**src/design/nearest_value_binary_search_defines.svh**
```systemverilog
// Assertion macros for the nearest-value search block.
// Used by the top level only; expects i_clk and i_rst_n in scope.
`ifndef NEAREST_VALUE_BINARY_SEARCH_DEFINES_SVH
`define NEAREST_VALUE_BINARY_SEARCH_DEFINES_SVH

// same-cycle implication
`define NVBS_ASSERT_NOW(lbl, ante, cons, msg) \
    lbl: assert property (@(posedge i_clk) disable iff (!i_rst_n) (ante) |-> (cons)) \
        else $error(msg);

// next-cycle implication
`define NVBS_ASSERT_NEXT(lbl, ante, cons, msg) \
    lbl: assert property (@(posedge i_clk) disable iff (!i_rst_n) (ante) |=> (cons)) \
        else $error(msg);

`endif

```
**src/design/nvbs_pkg.sv**
```systemverilog
// Shared constants, codes and controller/datapath interface types
// for the nearest-value search block. No dependencies.
package nvbs_pkg;

    localparam int TABLE_DEPTH_DEF = 1024;
    localparam int VALUE_BITS_DEF  = 32;

    localparam int CFG_W   = 11;
    localparam int IDX_W   = 10;
    localparam int FIELD_W = 32;

    localparam logic [CFG_W-1:0] COUNT_RESET = 11'd1024;

    localparam logic CMD_WRITE  = 1'b0;
    localparam logic CMD_SEARCH = 1'b1;

    typedef enum logic [2:0] {
        RD_ZERO     = 3'd0,
        RD_LAST     = 3'd1,
        RD_MID      = 3'd2,
        RD_NEIGH_LO = 3'd3,
        RD_NEIGH_HI = 3'd4
    } t_rd_sel;

    typedef enum logic [2:0] {
        RES_FIRST = 3'd0,
        RES_LAST  = 3'd1,
        RES_HIT   = 3'd2,
        RES_END   = 3'd3,
        RES_TIE   = 3'd4
    } t_res_sel;

    typedef struct packed {
        logic     load;       // capture target and count, reset bounds
        logic     wr_en;
        logic     rd_en;
        t_rd_sel  rd_sel;
        logic     mark_probe; // keep probed value and direction
        logic     step;       // narrow bounds
        logic     set_mid;
        logic     diff_en;
        logic     res_en;
        t_res_sel res_sel;
        logic     out_load;
    } t_dp_cmd;

    typedef struct packed {
        logic le;
        logic ge;
        logic eq;
        logic lt;
        logic nb_in;     // target strictly between probe and neighbor
        logic mid_zero;
        logic mid_last;
        logic cont;      // bounds still open after a step
    } t_dp_status;

endpackage

```
**src/design/nvbs_controller.sv**
```systemverilog
// Sequencer for the nearest-value search: end checks, halving probes,
// neighbor compare and result hand-off. Depends on nvbs_pkg.
module nvbs_controller (
    input  logic                 i_clk,
    input  logic                 i_rst_n,
    input  logic                 i_s_valid,
    input  logic                 i_s_cmd,
    output logic                 o_s_ready,
    output logic                 o_m_valid,
    input  logic                 i_m_ready,
    input  nvbs_pkg::t_dp_status i_status,
    output nvbs_pkg::t_dp_cmd    o_cmd
);

    typedef enum logic [7:0] {
        S_IDLE  = 8'b0000_0001,
        S_FIRST = 8'b0000_0010,
        S_LAST  = 8'b0000_0100,
        S_MCMP  = 8'b0000_1000,
        S_NCMP  = 8'b0001_0000,
        S_STEP  = 8'b0010_0000,
        S_TIE   = 8'b0100_0000,
        S_PUSH  = 8'b1000_0000
    } t_state;

    t_state r_state, n_state;
    logic   r_ovalid, n_ovalid;

    always_comb begin
        n_state          = r_state;
        o_s_ready        = 1'b0;
        o_cmd.load       = 1'b0;
        o_cmd.wr_en      = 1'b0;
        o_cmd.rd_en      = 1'b0;
        o_cmd.rd_sel     = nvbs_pkg::RD_ZERO;
        o_cmd.mark_probe = 1'b0;
        o_cmd.step       = 1'b0;
        o_cmd.set_mid    = 1'b0;
        o_cmd.diff_en    = 1'b0;
        o_cmd.res_en     = 1'b0;
        o_cmd.res_sel    = nvbs_pkg::RES_END;
        o_cmd.out_load   = 1'b0;

        unique case (r_state)
            S_IDLE: begin
                o_s_ready = 1'b1;
                if (i_s_valid && (i_s_cmd == nvbs_pkg::CMD_SEARCH)) begin
                    o_cmd.load   = 1'b1;
                    o_cmd.rd_en  = 1'b1;
                    o_cmd.rd_sel = nvbs_pkg::RD_ZERO;
                    n_state      = S_FIRST;
                end else if (i_s_valid) begin
                    o_cmd.wr_en = 1'b1;
                end
            end
            S_FIRST: begin
                if (i_status.le) begin
                    o_cmd.res_en  = 1'b1;
                    o_cmd.res_sel = nvbs_pkg::RES_FIRST;
                    n_state       = S_PUSH;
                end else begin
                    o_cmd.rd_en  = 1'b1;
                    o_cmd.rd_sel = nvbs_pkg::RD_LAST;
                    n_state      = S_LAST;
                end
            end
            S_LAST: begin
                if (i_status.ge) begin
                    o_cmd.res_en  = 1'b1;
                    o_cmd.res_sel = nvbs_pkg::RES_LAST;
                    n_state       = S_PUSH;
                end else begin
                    o_cmd.rd_en   = 1'b1;
                    o_cmd.rd_sel  = nvbs_pkg::RD_MID;
                    o_cmd.set_mid = 1'b1;
                    n_state       = S_MCMP;
                end
            end
            S_MCMP: begin
                o_cmd.mark_probe = 1'b1;
                if (i_status.eq) begin
                    o_cmd.res_en  = 1'b1;
                    o_cmd.res_sel = nvbs_pkg::RES_HIT;
                    n_state       = S_PUSH;
                end else if (i_status.lt && i_status.mid_zero) begin
                    n_state = S_STEP;
                end else if (i_status.lt) begin
                    o_cmd.rd_en  = 1'b1;
                    o_cmd.rd_sel = nvbs_pkg::RD_NEIGH_LO;
                    n_state      = S_NCMP;
                end else if (i_status.mid_last) begin
                    n_state = S_STEP;
                end else begin
                    o_cmd.rd_en  = 1'b1;
                    o_cmd.rd_sel = nvbs_pkg::RD_NEIGH_HI;
                    n_state      = S_NCMP;
                end
            end
            S_NCMP, S_STEP: begin
                if (r_state == S_NCMP && i_status.nb_in) begin
                    o_cmd.diff_en = 1'b1;
                    n_state       = S_TIE;
                end else if (i_status.cont) begin
                    o_cmd.step    = 1'b1;
                    o_cmd.rd_en   = 1'b1;
                    o_cmd.rd_sel  = nvbs_pkg::RD_MID;
                    o_cmd.set_mid = 1'b1;
                    n_state       = S_MCMP;
                end else begin
                    // halving ran out: report the last probe
                    o_cmd.step    = 1'b1;
                    o_cmd.res_en  = 1'b1;
                    o_cmd.res_sel = nvbs_pkg::RES_END;
                    n_state       = S_PUSH;
                end
            end
            S_TIE: begin
                o_cmd.res_en  = 1'b1;
                o_cmd.res_sel = nvbs_pkg::RES_TIE;
                n_state       = S_PUSH;
            end
            S_PUSH: begin
                if (!r_ovalid || i_m_ready) begin
                    o_cmd.out_load = 1'b1;
                    n_state        = S_IDLE;
                end
            end
            default: begin
                n_state = S_IDLE;
            end
        endcase
    end

    always_comb begin
        if (o_cmd.out_load) begin
            n_ovalid = 1'b1;
        end else if (i_m_ready) begin
            n_ovalid = 1'b0;
        end else begin
            n_ovalid = r_ovalid;
        end
    end

    always_ff @(posedge i_clk) begin
        if (!i_rst_n) begin
            r_state  <= S_IDLE;
            r_ovalid <= 1'b0;
        end else begin
            r_state  <= n_state;
            r_ovalid <= n_ovalid;
        end
    end

    assign o_m_valid = r_ovalid;

endmodule

```
**config.mk**
```make
export PLATFORM = sky130hd
export DESIGN_NAME = nvbs_controller
export DESIGN_NICKNAME = d
export VERILOG_FILES = /design/src/design/nearest_value_binary_search_defines.svh /design/src/design/nvbs_pkg.sv /design/src/design/nvbs_controller.sv
export SDC_FILE = /design/constraint.sdc
export NUM_CORES = 1
export LEC_CHECK = 0
export ABC_AREA = 1
export BUFFER_PORTS_ARGS = -buffer_cell sky130_fd_sc_hd__buf_2
export CAP_MARGIN = 30
export CORE_UTILIZATION = 45
export CTS_BUF_LIST = sky130_fd_sc_hd__clkbuf_8
export DETAILED_ROUTE_END_ITERATION = 8
export PLACE_DENSITY_LB_ADDON = 0.1
export SYNTH_ARGS = -nofsm -noshare
export SYNTH_HDL_FRONTEND = slang
export SYNTH_SLANG_ARGS = --single-unit
```
**constraint.sdc**
```tcl
create_clock -name i_clk -period 1.09 [get_ports i_clk]
set_input_delay 0 -clock i_clk [delete_from_list [all_inputs] [get_ports i_clk]]
set_output_delay 0 -clock i_clk [all_outputs]
set_load 0.02 [all_outputs]
```
# After elaboration in Yosys (flattened, before gate mapping)
# Cells that the tools add are included.
[totals]
out_inout_bits = 17
reg_bits = 9
inputBits = 13
word_cells = 64
[op_classes]
mux = 44
eq_ne = 10
n_reduce_logical = 8
[ops]
columns = ["operator", "n"]
rows = [
  ["$mux 8", 9],
  ["$mux 4", 14],
  ["$pmux 8 s7", 1],
  ["$pmux 4 s5", 2],
  ["$mux 1", 14],
  ["$eq 8x1->1 const B", 1],
  ["$eq 8x2->1 const B", 1],
  ["$eq 8x3->1 const B", 1],
  ["$eq 8x4->1 const B", 1],
  ["$eq 8x5->1 const B", 1],
  ["$eq 8x6->1 const B", 1],
  ["$eq 8x7->1 const B", 1],
  ["$eq 8x8->1 const B", 1],
  ["$mux 6", 1],
  ["$mux 2", 2],
  ["$ne 2x2->1 const B", 2],
  ["$logic_and 1x1->1", 3],
  ["$pmux 1 s2", 1],
  ["$reduce_and 2->1", 1],
  ["$reduce_bool 2->1", 1],
  ["$reduce_or 2->1", 1],
  ["$logic_not 1->1", 1],
  ["$logic_or 1x1->1", 1],
]

# Depth between registers and ports, before layout
[logic_depth]
depth_word = 5
ltp_mapped = 10
mapped_depth_nobuf = 10

# Worst setup path after synthesis
# No wires, ideal clock.
[synth_path]
path_type = "register to output"
from = "register r_state[4]"
to = "output o_cmd[11] (netlist bit)"
t_arrival_ns = 1.291
stages_incl_launch_ff = 8
path_buffers = 0
setup_slack_ns = -0.201
cell_sequence = "dfxtp_1 > nor2_4 > nand2_4 > nor2_4 > inv_2 > nor2_4 > inv_2 > nor3_2"
[synth_rtl]
columns = ["element", "line_no", "text"]
rows = [
  ["start: declaration", "nvbs_controller.sv:26", "t_state r_state, n_state;"],
  ["start signal: assignment", "nvbs_controller.sv:149", "r_state <= n_state;"],
  ["end: declaration", "nvbs_controller.sv:12", "output nvbs_pkg::t_dp_cmd o_cmd"],
]

==> metrics.yaml <==
cts:
  numCtsBuffers: 3
  clkSinkCount: 9
  ctsLongestPathBuffers: 2
  htreeDepth: 1
  path_clk_slew_ns: 0.05
  cts_tree: "built"
  clk_root_buffer_cell: "clkbuf_8"
  clock_latency_ns: 0.24
global_routing:
  overflow: 0
  antenna_found_initial: 0
  grt_use_total_pct: 25.5
  grt_pass1_wl_um: 3540
  grt_pass1_vias: 889
  grt_max_degree: 7
layout:
  final_cells: 187
  layout-drive-gt1-share_pct: 64.9
  nets: 185
  fillers: 70
  diodes: 0
  area_growth_pct: 80.5
  design_area_mm2: 0.00138
  final_core_util_pct: 89.4
synthesis:
  synthXorXnorAreaFrac_pct: 1.15
  synth_top_family_by_area: "simple AND/OR/NAND/NOR gates"
  yosys_warnings: 0
  synth_compound_area_share_pct: 0.656
  synthCells: 116
  synth-simple-area-share_pct: 61.6
  syn_nets: 129
  synth_area_leaders: "dfxtp_1 (24%), nand2_1 (12%), nor2_4 (10%)"
  synth_seq_cells: 9
  synth_top_area_share_pct: 23.6
  yosysSeqAreaShare_pct: 23.6
  syn_area_per_cell_um2: 6.58
  synthAdderAreaFrac_pct: 0
  yosys.area.top_type: "dfxtp_1"
  ys_types: 23
  syn-cell-area_um2: 763
  synthMuxAreaShare_pct: 0
power:
  total_power_uw: 988
  ir_drop_mv: 0.738
  powerDensity_mw_per_mm2: 717
  p_leak_nw: 0.700
timing:
  setup_viol: 25
  finalCritPeriodShare_pct: 146
  hold_violations: 0
  setup_slack_ns: -0.503
  fin_skew_ns: 0.00207
  layout_min_cycle_time_ns: 1.59
  grt_setup_unrepaired: "yes"
  tightest_slew_ns: 0.391
  maxSlewViolCount: 0
  tns_ns: -8.19
  max_slew_margin_pct: 73.7
  fmax_mhz: 628
placed_design:
  dpl.cell_count: 170
  port_buffers: 29
  dpl.hpwl_um: 1570
  dpl_cell_area_mm2: 0.00105
  gp_congestion: 0.882
route:
  routed_via_density: 5.22
  ant_nets: 0
  dr_total_vias: 977
  drtPass1Iterations: 4
  drc: 0
  routed_wl_um: 2600
  wl_per_cell_um: 13.9
  drtIter0Drc: 24
run_status:
  status: "finished with violations"
  violations: "setup timing"
worst_setup_path:
  required_ns: 1.09
  cp.arrival_ns: 1.59
  critPathMaxFanout: 4
  path_class: "reg2out"
  cp-start-kind: "register"
  end_kind: "primary output"
hold_path:
  hold_class: "in2reg"
floorplanning:
  die_y_um: 43.2
  core_area_mm2: 0.00154
  die_w_um: 43.2
  dieArea_mm2: 0.00186
  io_pins: 30
  num_rows: 14
  initial_core_util_pct: 49.5
job:
  cap_viol_max_count: 0
-- report_power, final --
group	total (mW)	switching (mW)	internal, mW
clock	0.392	0.145	0.246
sequential	0.342	0.00719	0.334
combinational	0.254	0.145	0.110
-- cells in the final DEF (no fill, tap or decap), types with 2 or more instances in the layout --
cell type | synthesis | layout
buf_2 | 0 | 15
buf_4 | 1 | 24
buf_6 | 0 | 13
clkbuf_8 | 0 | 3
dfxtp_2 | 0 | 7
inv_1 | 17 | 16
inv_2 | 5 | 6
nand2_1 | 24 | 15
nand2_2 | 3 | 9
nand2_4 | 3 | 6
nand3_1 | 5 | 3
nand3_4 | 0 | 2
nand3b_1 | 3 | 3
nand4_1 | 5 | 5
nor2_1 | 16 | 14
nor2_2 | 6 | 3
nor2_4 | 7 | 12
nor3_4 | 0 | 2
nor4_4 | 0 | 2
-- final timing paths --
path	to	slack, ns	from	cells after the start
setup / recovery	o_cmd[1]	-0.50	r_state[1]	7
hold / removal	r_state[0]	0.03	i_rst_n	2
setup reg to reg	r_state[3]	-0.40	r_state[5]	9
hold reg to reg	o_m_valid	0.73	r_state[7]	4
-- cell type report --
class | count | area (um^2) | share of cell area (%)
Multi-Input combinational cell | 82 | 621 | 45.0
Tap cell | 16 | 20.0 | 1.45
Clock inverter | 1 | 3.75 | 0.272
Inverter | 24 | 97.6 | 7.08
Sequential cell | 9 | 193 | 14.0
Clock buffer | 3 | 41.3 | 3.00
Timing Repair Buffer | 52 | 402 | 29.2
-- cell usage after synthesis --
master,n
nor2_2,6
nor2_4,7
nand3_1,5
nand3b_1,3
nor3_2,3
nor2_1,16
dfxtp_1,9
nand2_2,3
nand2_4,3
nor3_1,1
nor4_2,1
xnor2_1,1
nand3_2,1
o21ai_0,1
or2_4,1
buf_4,1
nor4_1,1
nand2_1,24
clkinv_1,1
inv_2,5
inv_1,17
clkinv_2,1
nand4_1,5
-- what timing repair did --
item,4_1_cts,5_1_grt
setup endpoints to repair,25,25
setup buffers,8,5
endpoints found under the hold margin,0,0
resized for setup,36,18
pin swaps,11,8
hold buffers,0,0
-- metal layers --
metal / GRT usage (%) / up-vias / routed length, um
met3: 7.66 / 10 / 138
li1: - / 470 / -
met1: 28.4 / 455 / 971
met5: 0 / - / 0
met4: 7.88 / 0 / 61
met2: 45.7 / 42 / 1430
-- flip-flops by register name, summed over array words and instances (netlist names) --
signal,count
r_state,8
o_m_valid,1
-- worst max-delay path, stage by stage (launching register included) --
cell and delay [ns]:
dfxtp_2 0.33, nor2_4 0.19, nand3_1 0.12, nor2_2 0.15, nor2_1 0.11, nand3b_1 0.14
nand4_1 0.12, buf_4 0.19
-- cells by family (layout without fill, tap and decap cells) --
family / count (synthesis) / in the layout
compound gates: 1 / 1
xor+xnor: 1 / 1
buf+inv: 25 / 80
flops: 9 / 9
simple gates: 80 / 80
-- through the flow --
step	hold slack, ns	setup slack, ns
3_3_place_gp	0.252	-0.204
6_report	0.0288	-0.503
3_5_place_dp	0.260	-0.223
4_1_cts	0.0232	-0.398
2_1_floorplan	0.0349	-0.168
5_1_grt	0.0417	-0.587
Note: power is estimated with default switching activity, not from simulation.
